**src/design/mbe_pkg.sv**
```systemverilog
// Package with the shared types, constants and symbol ROM of the Morse bit encoder.
`timescale 1ns / 1ps

package mbe_pkg;

    localparam int CharW      = 8;
    localparam int IndexW     = 7;
    localparam int EntryW     = 12;
    localparam int NumSyms    = EntryW / 2;
    localparam int MaxBits    = 22;
    localparam int PatW       = MaxBits;
    localparam int LenW       = 5;
    localparam int QueueDepth = 2;
    localparam int QPtrW      = (QueueDepth > 1) ? $clog2(QueueDepth) : 1;
    localparam int QCntW      = $clog2(QueueDepth + 1);

    localparam logic [1:0] SymNone  = 2'd0;
    localparam logic [1:0] SymDit   = 2'd1;
    localparam logic [1:0] SymDah   = 2'd2;
    localparam logic [1:0] SymSpace = 2'd3;

    localparam logic [LenW-1:0] DitLen   = 5'd2;
    localparam logic [LenW-1:0] DahLen   = 5'd4;
    localparam logic [LenW-1:0] SpaceLen = 5'd4;
    localparam logic [LenW-1:0] GapLen   = 5'd2;

    typedef struct packed {
        logic [PatW-1:0] pattern;
        logic [LenW-1:0] len;
    } t_item;

    typedef struct packed {
        logic  valid;
        logic  full;
        t_item head;
    } t_queue_status;

    typedef struct packed {
        logic busy;
    } t_back_status;

    localparam logic [EntryW-1:0] MorseRom [128] = '{
        12'h000, 12'h000, 12'h000, 12'h000, 12'h000, 12'h000, 12'h000, 12'h000,
        12'h000, 12'h000, 12'h000, 12'h000, 12'h000, 12'h000, 12'h000, 12'h000,
        12'h000, 12'h000, 12'h000, 12'h000, 12'h000, 12'h000, 12'h000, 12'h000,
        12'h000, 12'h000, 12'h000, 12'h000, 12'h000, 12'h000, 12'h000, 12'h000,
        12'h003, 12'ha66, 12'h659, 12'h000, 12'h595, 12'h000, 12'h159, 12'h6a9,
        12'h1a6, 12'h9a6, 12'h000, 12'h199, 12'ha5a, 12'h956, 12'h999, 12'h196,
        12'h2aa, 12'h2a9, 12'h2a5, 12'h295, 12'h255, 12'h155, 12'h156, 12'h15a,
        12'h16a, 12'h1aa, 12'h56a, 12'h666, 12'h000, 12'h256, 12'h000, 12'h5a5,
        12'h669, 12'h009, 12'h056, 12'h066, 12'h016, 12'h001, 12'h065, 12'h01a,
        12'h055, 12'h005, 12'h0a9, 12'h026, 12'h059, 12'h00a, 12'h006, 12'h02a,
        12'h069, 12'h09a, 12'h019, 12'h015, 12'h002, 12'h025, 12'h095, 12'h029,
        12'h096, 12'h0a6, 12'h05a, 12'h1a6, 12'h000, 12'h9a6, 12'h000, 12'h9a5,
        12'h000, 12'h009, 12'h056, 12'h066, 12'h016, 12'h001, 12'h065, 12'h01a,
        12'h055, 12'h005, 12'h0a9, 12'h026, 12'h059, 12'h00a, 12'h006, 12'h02a,
        12'h069, 12'h09a, 12'h019, 12'h015, 12'h002, 12'h025, 12'h095, 12'h029,
        12'h096, 12'h0a6, 12'h05a, 12'h000, 12'h000, 12'h000, 12'h000, 12'h000
    };

endpackage

```
**src/design/mbe_if.sv**
```systemverilog
// Valid/ready channel interfaces for the character input and the key bit output.
`timescale 1ns / 1ps

interface mbe_in_if;
    logic                       valid;
    logic                       ready;
    logic [mbe_pkg::CharW-1:0]  character;

    modport source (output valid, output character, input ready);
    modport sink   (input valid, input character, output ready);
endinterface

interface mbe_out_if;
    logic valid;
    logic ready;
    logic key_bit;
    logic last_bit;

    modport source (output valid, output key_bit, output last_bit, input ready);
    modport sink   (input valid, input key_bit, input last_bit, output ready);
endinterface

```
**src/design/mbe_front.sv**
```systemverilog
// Front end: ROM lookup and expansion of one character into a key bit pattern and length.
`timescale 1ns / 1ps

module mbe_front (
    input  logic [mbe_pkg::CharW-1:0] i_character,
    output mbe_pkg::t_item            o_item
);

    logic [mbe_pkg::EntryW-1:0] entry;
    logic [mbe_pkg::PatW-1:0]   pat;
    logic [mbe_pkg::LenW-1:0]   off;
    logic                       word_space;
    logic [1:0]                 sym;

    assign entry = mbe_pkg::MorseRom[i_character[mbe_pkg::IndexW-1:0]];

    always_comb begin
        pat        = '0;
        off        = '0;
        word_space = 1'b0;
        sym        = mbe_pkg::SymNone;
        for (int i = 0; i < mbe_pkg::NumSyms; i++) begin
            sym = entry[2*i +: 2];
            case (sym)
                mbe_pkg::SymDit: begin
                    pat = pat | (mbe_pkg::PatW'(2'b01) << off);
                    off = off + mbe_pkg::DitLen;
                end
                mbe_pkg::SymDah: begin
                    pat = pat | (mbe_pkg::PatW'(4'b0111) << off);
                    off = off + mbe_pkg::DahLen;
                end
                mbe_pkg::SymSpace: begin
                    off        = off + mbe_pkg::SpaceLen;
                    word_space = 1'b1;
                end
                default: begin
                end
            endcase
        end
        if ((entry != '0) && !word_space) begin
            off = off + mbe_pkg::GapLen;
        end
    end

    assign o_item.pattern = pat;
    assign o_item.len     = (off > mbe_pkg::LenW'(mbe_pkg::MaxBits)) ?
                            mbe_pkg::LenW'(mbe_pkg::MaxBits) : off;

endmodule

```
**src/design/mbe_queue.sv**
```systemverilog
// Short queue of expanded characters between the front end and the serializer.
`timescale 1ns / 1ps

module mbe_queue (
    input  logic                  i_clk,
    input  logic                  i_rst_n,
    input  logic                  i_push,
    input  mbe_pkg::t_item        i_item,
    input  logic                  i_pop,
    output mbe_pkg::t_queue_status o_status
);

    mbe_pkg::t_item              r_mem [mbe_pkg::QueueDepth];
    logic [mbe_pkg::QPtrW-1:0]   r_wr_ptr, n_wr_ptr;
    logic [mbe_pkg::QPtrW-1:0]   r_rd_ptr, n_rd_ptr;
    logic [mbe_pkg::QCntW-1:0]   r_count, n_count;
    logic                        do_push;
    logic                        do_pop;

    assign do_push = i_push && (r_count != mbe_pkg::QCntW'(mbe_pkg::QueueDepth));
    assign do_pop  = i_pop && (r_count != '0);

    always_comb begin
        n_wr_ptr = r_wr_ptr;
        n_rd_ptr = r_rd_ptr;
        n_count  = r_count;
        if (do_push) begin
            n_wr_ptr = (r_wr_ptr == mbe_pkg::QPtrW'(mbe_pkg::QueueDepth - 1)) ?
                       '0 : r_wr_ptr + 1'b1;
        end
        if (do_pop) begin
            n_rd_ptr = (r_rd_ptr == mbe_pkg::QPtrW'(mbe_pkg::QueueDepth - 1)) ?
                       '0 : r_rd_ptr + 1'b1;
        end
        if (do_push && !do_pop) begin
            n_count = r_count + 1'b1;
        end else if (do_pop && !do_push) begin
            n_count = r_count - 1'b1;
        end
    end

    always_ff @(posedge i_clk) begin
        if (!i_rst_n) begin
            r_wr_ptr <= '0;
            r_rd_ptr <= '0;
            r_count  <= '0;
        end else begin
            r_wr_ptr <= n_wr_ptr;
            r_rd_ptr <= n_rd_ptr;
            r_count  <= n_count;
        end
    end

    always_ff @(posedge i_clk) begin
        if (do_push) begin
            r_mem[r_wr_ptr] <= i_item;
        end
    end

    assign o_status.valid = (r_count != '0);
    assign o_status.full  = (r_count == mbe_pkg::QCntW'(mbe_pkg::QueueDepth));
    assign o_status.head  = r_mem[r_rd_ptr];

endmodule

```
**src/design/mbe_back.sv**
```systemverilog
// Back end: serializes queued key bit patterns, one bit per output transaction.
`timescale 1ns / 1ps

module mbe_back (
    input  logic                   i_clk,
    input  logic                   i_rst_n,
    input  mbe_pkg::t_queue_status i_queue,
    output logic                   o_pop,
    output mbe_pkg::t_back_status  o_status,
    mbe_out_if.source              o_out
);

    logic                      r_ovalid, n_ovalid;
    logic                      r_key, n_key;
    logic                      r_last, n_last;
    logic [mbe_pkg::PatW-1:0]  r_pat, n_pat;
    logic [mbe_pkg::LenW-1:0]  r_rem, n_rem;
    logic                      advance;

    assign advance = !r_ovalid || o_out.ready;

    always_comb begin
        n_ovalid = r_ovalid;
        n_key    = r_key;
        n_last   = r_last;
        n_pat    = r_pat;
        n_rem    = r_rem;
        o_pop    = 1'b0;
        if (advance) begin
            if (r_rem != '0) begin
                n_ovalid = 1'b1;
                n_key    = r_pat[0];
                n_last   = (r_rem == mbe_pkg::LenW'(1));
                n_pat    = r_pat >> 1;
                n_rem    = r_rem - 1'b1;
            end else if (i_queue.valid) begin
                o_pop    = 1'b1;
                n_ovalid = 1'b1;
                n_key    = i_queue.head.pattern[0];
                n_last   = (i_queue.head.len == mbe_pkg::LenW'(1));
                n_pat    = i_queue.head.pattern >> 1;
                n_rem    = i_queue.head.len - 1'b1;
            end else begin
                n_ovalid = 1'b0;
            end
        end
    end

    always_ff @(posedge i_clk) begin
        if (!i_rst_n) begin
            r_ovalid <= 1'b0;
            r_rem    <= '0;
        end else begin
            r_ovalid <= n_ovalid;
            r_rem    <= n_rem;
        end
    end

    always_ff @(posedge i_clk) begin
        r_key  <= n_key;
        r_last <= n_last;
        r_pat  <= n_pat;
    end

    assign o_out.valid     = r_ovalid;
    assign o_out.key_bit   = r_key;
    assign o_out.last_bit  = r_last;
    assign o_status.busy   = (r_rem != '0);

endmodule

```
**src/design/morse_bit_encoder.sv**
```systemverilog
// Top level of the Morse bit encoder: front end, queue and serializer.
//
// The input channel carries one character byte per transaction; bit 7 is
// ignored and bits 6..0 select a Morse symbol entry. The output channel
// carries one key bit per transaction, and last_bit marks the final bit of
// a character. A mapped character gives its dits and dahs followed by a
// two-unit letter gap; the space character gives four zero bits and no gap;
// an unmapped character gives no output transactions at all.
// The front end expands a character in the cycle it is accepted and writes
// it into a two-entry queue. The serializer pops it once it has no bits
// left and the output can advance, and registers its first bit. It then
// delivers one bit per cycle while the receiver is ready; a character has
// at most 22 bits. When the receiver stalls, the current bit holds and the
// queue fills; the input ready drops once both queue entries are taken.
// Synchronous reset empties the queue and the serializer.
`timescale 1ns / 1ps

module morse_bit_encoder (
    input  logic      i_clk,
    input  logic      i_rst_n,
    mbe_in_if.sink    i_in,
    mbe_out_if.source o_out
);

    mbe_pkg::t_item         front_item;
    mbe_pkg::t_queue_status queue_status;
    mbe_pkg::t_back_status  back_status;
    logic                   push;
    logic                   pop;

    mbe_front u_front (
        .i_character (i_in.character),
        .o_item      (front_item)
    );

    assign i_in.ready = !queue_status.full;
    assign push       = i_in.valid && i_in.ready && (front_item.len != '0);

    mbe_queue u_queue (
        .i_clk    (i_clk),
        .i_rst_n  (i_rst_n),
        .i_push   (push),
        .i_item   (front_item),
        .i_pop    (pop),
        .o_status (queue_status)
    );

    mbe_back u_back (
        .i_clk    (i_clk),
        .i_rst_n  (i_rst_n),
        .i_queue  (queue_status),
        .o_pop    (pop),
        .o_status (back_status),
        .o_out    (o_out)
    );

`ifndef NO_ASSERTIONS
    a_more_bits_pending: assert property (@(posedge i_clk) disable iff (!i_rst_n)
        (o_out.valid && !o_out.last_bit) |-> back_status.busy)
        else $error("A non-final bit was shown with no bits left in the serializer.");

    a_busy_shows_bit: assert property (@(posedge i_clk) disable iff (!i_rst_n)
        back_status.busy |-> o_out.valid)
        else $error("The serializer holds bits but shows no output transaction.");

    a_pushed_length: assert property (@(posedge i_clk) disable iff (!i_rst_n)
        push |-> (front_item.len <= mbe_pkg::LenW'(mbe_pkg::MaxBits)))
        else $error("A character longer than the bit limit entered the queue.");
`endif

endmodule
```
**src/flat_wrapper.sv**
```systemverilog
// flat-port wrapper written by rule: the top's interface ports become plain ports
module morse_bit_encoder_flat 
  (i_clk, i_rst_n, i_in_valid, i_in_character, i_in_ready, o_out_valid, o_out_key_bit, o_out_last_bit, o_out_ready);
  mbe_in_if i_in_i ();
  mbe_out_if o_out_i ();
  input  logic i_clk;
  input  logic i_rst_n;
  input wire logic [$bits(i_in_i.valid)-1:0] i_in_valid;
  input wire logic [$bits(i_in_i.character)-1:0] i_in_character;
  output wire logic [$bits(i_in_i.ready)-1:0] i_in_ready;
  output wire logic [$bits(o_out_i.valid)-1:0] o_out_valid;
  output wire logic [$bits(o_out_i.key_bit)-1:0] o_out_key_bit;
  output wire logic [$bits(o_out_i.last_bit)-1:0] o_out_last_bit;
  input wire logic [$bits(o_out_i.ready)-1:0] o_out_ready;
  assign i_in_i.valid = i_in_valid;
  assign i_in_i.character = i_in_character;
  assign i_in_ready = i_in_i.ready;
  assign o_out_valid = o_out_i.valid;
  assign o_out_key_bit = o_out_i.key_bit;
  assign o_out_last_bit = o_out_i.last_bit;
  assign o_out_i.ready = o_out_ready;
  morse_bit_encoder u_core (.i_clk(i_clk), .i_rst_n(i_rst_n), .i_in(i_in_i), .o_out(o_out_i));
endmodule
```
**config.mk**
```make
export PLATFORM = sky130hd
export DESIGN_NAME = morse_bit_encoder_flat
export DESIGN_NICKNAME = d
export VERILOG_FILES = /design/src/design/mbe_pkg.sv /design/src/design/mbe_if.sv /design/src/design/mbe_front.sv /design/src/design/mbe_queue.sv /design/src/design/mbe_back.sv /design/src/design/morse_bit_encoder.sv /design/src/flat_wrapper.sv
export SDC_FILE = /design/constraint.sdc
export NUM_CORES = 1
export LEC_CHECK = 0
export BUFFER_PORTS_ARGS = -buffer_cell sky130_fd_sc_hd__buf_4
export CAP_MARGIN = 0
export CORE_ASPECT_RATIO = 1.1
export CORE_MARGIN = 2
export CORE_UTILIZATION = 40
export CTS_CLUSTER_SIZE = 16
export DETAILED_ROUTE_END_ITERATION = 8
export PLACE_DENSITY_LB_ADDON = 0.12
export SLEW_MARGIN = 10
export SYNTH_ARGS = -nofsm -noshare
export SYNTH_HDL_FRONTEND = slang
export SYNTH_SLANG_ARGS = --single-unit
```
**constraint.sdc**
```tcl
create_clock -name i_clk -period 15.1 [get_ports i_clk]
set_input_delay 2.265 -clock i_clk [delete_from_list [all_inputs] [get_ports i_clk]]
set_output_delay 2.265 -clock i_clk [all_outputs]
set_load 0.02 [all_outputs]
```
==> results.json, run 1 <==
{
  "crit_top_cell": "ha_1",
  "path_buf_inv": 6,
  "fin_crit_sh_pct": 73.1,
  "hold_violations": 0,
  "r2r_start": "u_core.u_back.r_rem[0]",
  "critPathMaxStageDelay_ps": 470,
  "start_kind": "input port",
  "status": "finished clean",
  "core-area_um2": 17100,
  "cts_tree": "built",
  "cp-startpoint": "i_in_character[0]",
  "placed_cells": 993,
  "synth-main-ff-cell": "edfxtp_1",
  "finalSetupViolCount": 0,
  "yosysSeqAreaShare_pct": 35.4,
  "wl_met2_um": 8450,
  "yosys.cell_types.count": 80,
  "track_usage_pct": 19.7,
  "worstSetupPathType": "input port to register",
  "rows": 50,
  "area_growth_pct": 7.85,
  "grt-ovfl-total": 0,
  "hold_depth": 2,
  "max_cap_violations": 0,
  "power.density_nw_per_um2": 146,
  "drtIter0Drc": 623,
  "critical-path-top-delay-family": "compound AO/OA/AOI/OAI gates",
  "rsz0062_at_grt": "no",
  "synth_warnings": 0,
  "cp.arrival_ps": 11300,
  "drv_slew": 0,
  "start_util_pct": 40.9,
  "drc": 0,
  "cts_max_level": 3,
  "dr.pass1.iters": 6,
  "min_from": "u_core.u_queue.r_wr_ptr",
  "relSlewSlack_pct": 50.1,
  "wl_um": 17800,
  "end_kind": "register",
  "clkTransAtPathRegs_ps": 60,
  "wl_met1_um": 8230,
  "die_h_um": 143,
  "final_cells": 1009,
  "place_hpwl_um": 13200,
  "synth_nets": 851,
  "ir_worst_vdd_mv": 0.112,
  "syn_area_um2": 6980,
  "routed.top_layer": "met4",
  "r2r_cells": 11,
  "grt_pass1_wl_um": 29100,
  "synth_cells": 784,
  "synth_edf_count": 75,
  "worstSkewPairLatency_ps": 330,
  "antenna_found_initial": 0,
  "ctsHoldBuffers": 0,
  "route.detailed.wl_per_inst_um": 17.6,
  "gp_congestion": 0.929,
  "cts_sinks": 86,
  "ioPinCount": 16,
  "vias": 5955,
  "yosys_register_bits": 86,
  "root_buffer": "clkbuf_16",
  "crit_required_ps": 15360,
  "grt_start_max_net_pins": 51,
  "ctsResizeCount": 0,
  "critical_path_depth": 40,
  "numCtsBuffers": 9,
  "cp_slowest_cell": "a211oi_4",
  "diodes": 0,
  "layout.nets": 837,
  "fmax_ghz": 0.0906,
  "async_reset_ff_share_pct": 0,
  "worstMarginPinSlew_ps": 743,
  "ant_nets": 0,
  "io_buffers": 14,
  "drive_above_1_share_pct": 9.03,
  "viasPerCell": 5.90,
  "finClkSkew_ps": 7.65,
  "hp-class": "register to register",
  "die_w_um": 130,
  "path_max_fanout": 13,
  "clockBufferDepth": 2,
  "dieArea_um2": 18500,
  "leakagePower_nw": 2.88,
  "fin_crit_ps": 11040,
  "cts_setup_buffers": 0,
  "syn_avg_cell_area_um2": 8.90,
  "grt_pass1_vias": 5579,
  "setup_tns_ps": 0,
  "met3_length_um": 749
}
==> state kept, by name, indices dropped and copies added (netlist names), named ones only <==
register	flops
u_core.u_queue.r_mem	52
u_core.u_back.r_pat	21
u_core.u_back.r_rem	5
u_core.u_queue.r_count	2
u_core.u_back.o_out.key_bit	1
u_core.u_back.o_out.last_bit	1
u_core.u_back.o_out.valid	1
u_core.u_queue.r_rd_ptr	1
u_core.u_queue.r_wr_ptr	1
==> placed cells by master, fill, tap and decap left out, drive strengths merged, types with 17 or more instances in the layout <==
cell type and count:
ha 55, nor3 17, buf 19, inv 46
o21ai 46, mux2i 38, nor2 88, edfxtp 75
a21oi 52, nand2 72
==> cell type report <==
class                   count  area, µm²
clock buffers               9        225
clock inverters             7       48.8
fillers                  1703       9550
inverters                  45        171
multi-input cells         609       4170
flip-flops and latches     86       2470
well taps                 234        293
repair buffers             19        143
==> tightest hold or removal path: cells and delay by family, from the launching register on <==
family | cells | cell delay (ps)
flip-flops | 1 | 330
AND/OR/NAND/NOR | 1 | 60
multiplexers | 1 | 60
==> path summary, 6_finish.rpt <==
check                                                 end  slack, ps
worst min register to register    u_core.u_queue.r_wr_ptr        500
worst min-delay path              u_core.u_queue.r_wr_ptr        500
worst max-delay path            u_core.u_queue.r_count[1]       4060
worst max register to register     u_core.u_back.r_rem[4]      12530
==> report_power, final <==
| part | internal [W] | total [W] | switching, W |
|---|---|---|---|
| Combinational | 0.000177 | 0.000493 | 0.000316 |
| Sequential | 0.000381 | 0.000408 | 0.0000264 |
| Clock | 0.000112 | 0.000200 | 0.0000886 |
| Total | 0.000670 | 0.00110 | 0.000431 |
==> synthesized netlist by cell type (all sizes together), types with 10 or more instances <==
cell type / number / area, µm²
edfxtp: 75 / 2250
clkbuf: 33 / 124
dfxtp: 11 / 220
mux2i: 38 / 384
nor3: 17 / 85.1
o211ai: 11 / 82.6
a211oi: 13 / 125
a21oi: 52 / 260
nor2b: 16 / 100
nor2: 88 / 338
a221o: 15 / 150
nand3: 16 / 85.1
inv: 44 / 168
buf: 11 / 52.6
ha: 55 / 688
and2: 10 / 62.6
nand2: 72 / 270
o21ai: 46 / 241
==> stage by stage <==
step	instance area (µm²)	setup slack (ps)	util (%)	hold WS [ps]	total power (W)
floorplan	6980	4750	-	451	0.000782
global placement	7250	3980	42.4	470	0.000895
detailed placement	7250	3780	42.4	488	0.000904
CTS	7520	4110	44.0	498	0.00111
global route	7530	3360	44.1	511	0.00119
finish	7530	4060	44.1	497	0.00110
==> logic make-up after synthesis <==
| logic type | after synthesis | synth area share, % |
|---|---|---|
| xor gates and xnor gates | 8 | 1.00 |
| and+or+nand+nor | 273 | 18.9 |
| buffers and inverters | 89 | 4.98 |
| DFF | 86 | 35.4 |
| muxes | 39 | 5.83 |
| AOI/OAI and AO/OA | 234 | 24.0 |
| adders and majority gates | 55 | 9.86 |
==> routing by layer <==
metal	vias to the layer above	GRT usage [%]
li1	2884	-
met1	2869	26.6
met2	181	33.1
met3	21	2.59
met4	0	5.38
met5	-	0
No activity file was read; power rests on OpenSTA's default activity.
==> inputs of run 2 (changes only) <==
Clock period 15.1 ns to 9.8 ns, I/O delays scaled along.
==> run 2 against run 1 <==
Sequential cell count stayed put. Critical path depth is 1 lower. Setup slack worse by 3400 ps. Register-to-register slack worse by 5200 ps. Routed wire length is 1.8% higher. Critical endpoint unchanged. Sequential power is 54% higher. Clock skew is 1.6 ps higher. Largest power group unchanged. Hold slack better by 4.2 ps. Global-route usage is 0.19 points higher. Highest routed layer unchanged.
==> results.json, run 2 (synthesis results as in run 1) <==
{
  "worstMarginPinSlew_ps": 1180,
  "power.density_nw_per_um2": 233,
  "ir_worst_vdd_mv": 0.172,
  "worstSkewPairLatency_ps": 330,
  "end_kind": "register",
  "cts_setup_buffers": 0,
  "gp_congestion": 0.910,
  "ant_nets": 0,
  "post-place-ws_ps": 324,
  "route.detailed.wl_per_inst_um": 17.6,
  "rows": 50,
  "reg_top3": "u_core.u_queue.r_mem (52), u_core.u_back.r_pat (21), u_core.u_back.r_rem (5)",
  "track_usage_pct": 19.9,
  "drv_slew": 0,
  "cts_tree": "built",
  "fin_crit_sh_pct": 93.4,
  "path_max_fanout": 13,
  "area_growth_pct": 11.1,
  "layout.nets": 854,
  "start_kind": "input port",
  "grt-ovfl-total": 0,
  "start_util_pct": 40.9,
  "n_fill_cell": 1652,
  "place_hpwl_um": 13600,
  "cp.arrival_ps": 9410,
  "critPathMaxStageDelay_ps": 420,
  "pwr-share-comb_pct": 43.8,
  "leakagePower_nw": 3.01,
  "cts_max_level": 3,
  "finClkSkew_ps": 9.25,
  "fin_crit_ps": 9150,
  "diodes": 0,
  "numCtsBuffers": 9,
  "final_common_cell": "nor2_1",
  "ctsHoldBuffers": 0,
  "path_buf_inv": 5,
  "antenna_found_initial": 0,
  "p_int_w": 0.00114,
  "cts_sinks": 86,
  "ioPinCount": 16,
  "clkTransAtPathRegs_ps": 60,
  "crit_top_cell": "ha_1",
  "dr.pass1.iters": 5,
  "final_cell_mix": "85 x nor2_1, 75 x edfxtp_1, 72 x nand2_1",
  "setup_tns_ps": 0,
  "fmax_ghz": 0.109,
  "switching_share_pct": 37.2,
  "status": "finished clean",
  "viasPerCell": 5.83,
  "worstSetupPathType": "input port to register",
  "switching_power_w": 0.000673,
  "drc": 0,
  "hp-class": "register to register",
  "grt_pass1_vias": 5670,
  "max_cap_violations": 0,
  "drtIter0Drc": 550,
  "core-area_um2": 17100,
  "vias": 5985,
  "grt_start_max_net_pins": 51,
  "io_buffers": 14,
  "root_buffer": "clkbuf_16",
  "cp_slowest_cell": "nor3b_1",
  "die_w_um": 130,
  "fin_ws_ps": 651,
  "hold_violations": 0,
  "grt_pass1_wl_um": 29500,
  "die_h_um": 143,
  "drive_above_1_share_pct": 11.2,
  "clockBufferDepth": 2,
  "regMostFlops": "u_core.u_queue.r_mem",
  "relSlewSlack_pct": 20.7,
  "critical-path-top-delay-family": "compound AO/OA/AOI/OAI gates",
  "p_clk_share_pct": 21.4,
  "largest_reg_flops": 52,
  "crit_required_ps": 10060,
  "wl_um": 18100,
  "finalSetupViolCount": 0,
  "whs_ps": 501,
  "pwr-share-seq_pct": 34.8,
  "dieArea_um2": 18500
}
==> run 2: changes by cell type in the layout (fill, tap and decap cells not counted), sizes merged <==
cell | previous run | this run
inv | 46 | 45
clkinvlp | 3 | 2
bufinv | 0 | 3
buf | 19 | 36
clkinv | 3 | 2
==> run 2: tightest hold or removal path: stages, from the launching register on <==
cell and delay [ps]:
dfxtp_1 330, nand2_1 60, mux2i_1 60
==> run 2: final cells by class <==
| class | instances | area, µm² | area share [%] |
|---|---|---|---|
| Clock buffer | 9 | 225 | 2.91 |
| Clock inverter | 7 | 121 | 1.57 |
| Inverter | 45 | 171 | 2.21 |
| Multi-Input combinational cell | 609 | 4170 | 53.8 |
| Sequential cell | 86 | 2470 | 31.9 |
| Tap cell | 234 | 293 | 3.78 |
| Timing Repair Buffer | 36 | 295 | 3.81 |
==> run 2: through the flow <==
stage          instances  utilization, %  total power, W  area, µm²
6_report            1026            45.4         0.00181       7750
3_5_place_dp        1010            43.3         0.00143       7400
5_1_grt             1026            45.4         0.00195       7750
2_1_floorplan        784               -         0.00120       6980
4_1_cts             1026            45.3         0.00182       7740
3_3_place_gp        1010            43.3         0.00141       7400
==> run 2: power groups by stage <==
stage	combinational, W	sequential, W	clock (W)
after floorplan	0.000568	0.000636	0
after global placement	0.000777	0.000632	0
after detailed placement	0.000792	0.000638	0
after CTS	0.000796	0.000631	0.000394
after global routing	0.000896	0.000641	0.000409
final	0.000793	0.000629	0.000387
==> run 2: worst paths after layout <==
path                                             endpoint  cells past startpoint  slack (ps)                    start
worst max register to register     u_core.u_back.r_rem[4]                     11        7290   u_core.u_back.r_rem[0]
worst max-delay path            u_core.u_queue.r_count[1]                     39         650        i_in_character[1]
worst min-delay path              u_core.u_queue.r_wr_ptr                      2         500  u_core.u_queue.r_wr_ptr
worst min register to register    u_core.u_queue.r_wr_ptr                      2         500  u_core.u_queue.r_wr_ptr
==> run 2: timing repair <==
action / CTS / global route
setup endpoints to repair: 0 / 2
resized for setup: 0 / 2
hold endpoints to repair: 0 / 0
==> run 2: layer usage <==
| layer | track usage, % | up-vias | share of wire [%] |
|---|---|---|---|
| li1 | - | 2921 | - |
| met1 | 27.2 | 2876 | 46 |
| met2 | 33.5 | 169 | 49 |
| met3 | 2.41 | 19 | 4.1 |
| met4 | 4.81 | 0 | 1.2 |
| met5 | 0 | - | 0 |
==> inputs of run 3 (changes only) <==
Settings changed: CORE_ASPECT_RATIO 1.1 to unset.
==> run 3 against run 2 <==
Global-route usage grew 0.35 points. Register-to-register slack hardly changed. Sequential share of layout area increased by 0.18 points. Non-clock buffer count rose by 1. Sequential power barely moved. Core utilization fell by 0.51 points. Combinational power up 0.8%. Final cell count is 0.78% lower. Setup slack better by 15 ps. Via count is 1.6% higher. Critical path depth grew 1. Hold slack worse by 5.3 ps. Largest power group unchanged.
==> results.json, run 3 (synthesis results as in run 1) <==
{
  "worstSetupPathType": "input port to register",
  "ir_worst_vdd_mv": 0.213,
  "cp.arrival_ps": 9400,
  "die_w_um": 136,
  "start_kind": "input port",
  "clkTransAtPathRegs_ps": 60,
  "grt-ovfl-total": 0,
  "leakagePower_nw": 2.99,
  "switching_share_pct": 37.8,
  "reg_top3": "u_core.u_queue.r_mem (52), u_core.u_back.r_pat (21), u_core.u_back.r_rem (5)",
  "power.density_nw_per_um2": 231,
  "p_clk_share_pct": 19.8,
  "drtIter0Drc": 588,
  "path_max_fanout": 13,
  "place_hpwl_um": 13600,
  "placed_cells": 1002,
  "largest_reg_flops": 52,
  "ctsResizeCount": 0,
  "antenna_found_initial": 0,
  "clockBufferDepth": 2,
  "final_cells": 1018,
  "switching_power_w": 0.000672,
  "cts_sinks": 86,
  "cp_slowest_cell": "nor3b_1",
  "end_kind": "register",
  "setup_tns_ps": 0,
  "worstMarginPinSlew_ps": 734,
  "p_int_w": 0.00111,
  "core-area_um2": 17200,
  "fmax_ghz": 0.109,
  "hp-class": "register to register",
  "cts_tree": "built",
  "relSlewSlack_pct": 50.7,
  "crit_required_ps": 10060,
  "io_buffers": 14,
  "regMostFlops": "u_core.u_queue.r_mem",
  "pwr-share-seq_pct": 35.3,
  "max_cap_violations": 0,
  "gp_congestion": 0.967,
  "grt_pass1_vias": 5671,
  "cts_setup_buffers": 0,
  "drc": 0,
  "cts_max_level": 3,
  "drv_slew": 0,
  "dieArea_um2": 18500,
  "grt_start_max_net_pins": 51,
  "fin_crit_ps": 9130,
  "critPathMaxStageDelay_ps": 380,
  "worstSkewPairLatency_ps": 330,
  "finClkSkew_ps": 8.64,
  "utilization_pct": 44.9,
  "n_fill_cell": 1661,
  "diodes": 0,
  "final_common_cell": "nor2_1",
  "numCtsBuffers": 9,
  "rsz0062_at_grt": "no",
  "die_h_um": 136,
  "fin_crit_sh_pct": 93.2,
  "viasPerCell": 5.98,
  "grt_pass1_wl_um": 29800,
  "vias": 6083,
  "area_growth_pct": 10.5,
  "drive_above_1_share_pct": 10.8,
  "route.detailed.wl_per_inst_um": 17.9,
  "final_cell_mix": "85 x nor2_1, 75 x edfxtp_1, 72 x nand2_1",
  "wl_um": 18200,
  "dr.pass1.iters": 7,
  "finalSetupViolCount": 0,
  "pwr-share-comb_pct": 44.9,
  "status": "finished clean",
  "hold_violations": 0,
  "ctsHoldBuffers": 0,
  "start_util_pct": 40.6,
  "track_usage_pct": 20.3,
  "layout.nets": 855,
  "ant_nets": 0,
  "ioPinCount": 16,
  "crit_top_cell": "ha_1",
  "rows": 48,
  "root_buffer": "clkbuf_16"
}
-- run 3: cell types whose count changed in the layout (fill, tap and decap cells not counted) --
cell / delta
bufinv_16: -1
o21a_1: +1
nor4b_2: -1
nor4b_1: +1
inv_8: -1
clkinvlp_4: +1
o21a_2: -1
buf_4: +1
clkinv_2: -1
clkinv_1: +1
clkbuf_1: +1
-- run 3: through the flow --
| stage | hold slack, ps | power [W] | setup slack [ps] | instance area (µm²) |
|---|---|---|---|---|
| final | 496 | 0.00178 | 666 | 7710 |
| after global routing | 533 | 0.00191 | 39.7 | 7710 |
| after CTS | 502 | 0.00179 | 713 | 7710 |
| after detailed placement | 493 | 0.00143 | 395 | 7390 |
| after global placement | 470 | 0.00141 | 486 | 7390 |
| after floorplan | 451 | 0.00120 | 241 | 6980 |
-- run 3: final cells by class --
class,instances,area [µm²],area share (%)
clock buffer,10,229,2.97
clock inverter,6,86.3,1.12
inverter,45,171,2.22
multi-input combinational,609,4170,54.0
sequential,86,2470,32.1
tap,225,282,3.65
timing repair buffer,37,303,3.93
-- run 3: worst max-delay path: cells and delay by family --
family	cells	cell delay [ps]
AOI/OAI and AO/OA	15	2650
xor gates and xnor gates	1	140
adders and majority gates	8	2270
buffers and inverters	5	650
and+or+nand+nor	11	2170
-- run 3: power by group through the flow --
stage | Clock (W) | Combinational (W) | Sequential [W]
2_1_floorplan | 0 | 0.000568 | 0.000636
6_report | 0.000353 | 0.000799 | 0.000628
5_1_grt | 0.000376 | 0.000899 | 0.000640
3_3_place_gp | 0 | 0.000782 | 0.000632
3_5_place_dp | 0 | 0.000798 | 0.000637
4_1_cts | 0.000362 | 0.000801 | 0.000630
-- run 3: routing by layer --
layer | global-route usage, % | share of wire [%]
met5 | 0 | 0
met4 | 7.18 | 2.7
met3 | 2.50 | 6.1
met2 | 30.7 | 44
met1 | 29.6 | 47
-- run 3: path summary, 6_finish.rpt --
check	startpoint	endpoint	slack, ps	cells past startpoint
worst max-delay path	i_in_character[1]	u_core.u_queue.r_count[1]	670	40
worst min-delay path	u_core.u_queue.r_wr_ptr	u_core.u_queue.r_wr_ptr	500	2
worst max register to register	u_core.u_back.r_rem[0]	u_core.u_back.r_rem[4]	7300	11
worst min register to register	u_core.u_queue.r_wr_ptr	u_core.u_queue.r_wr_ptr	500	2
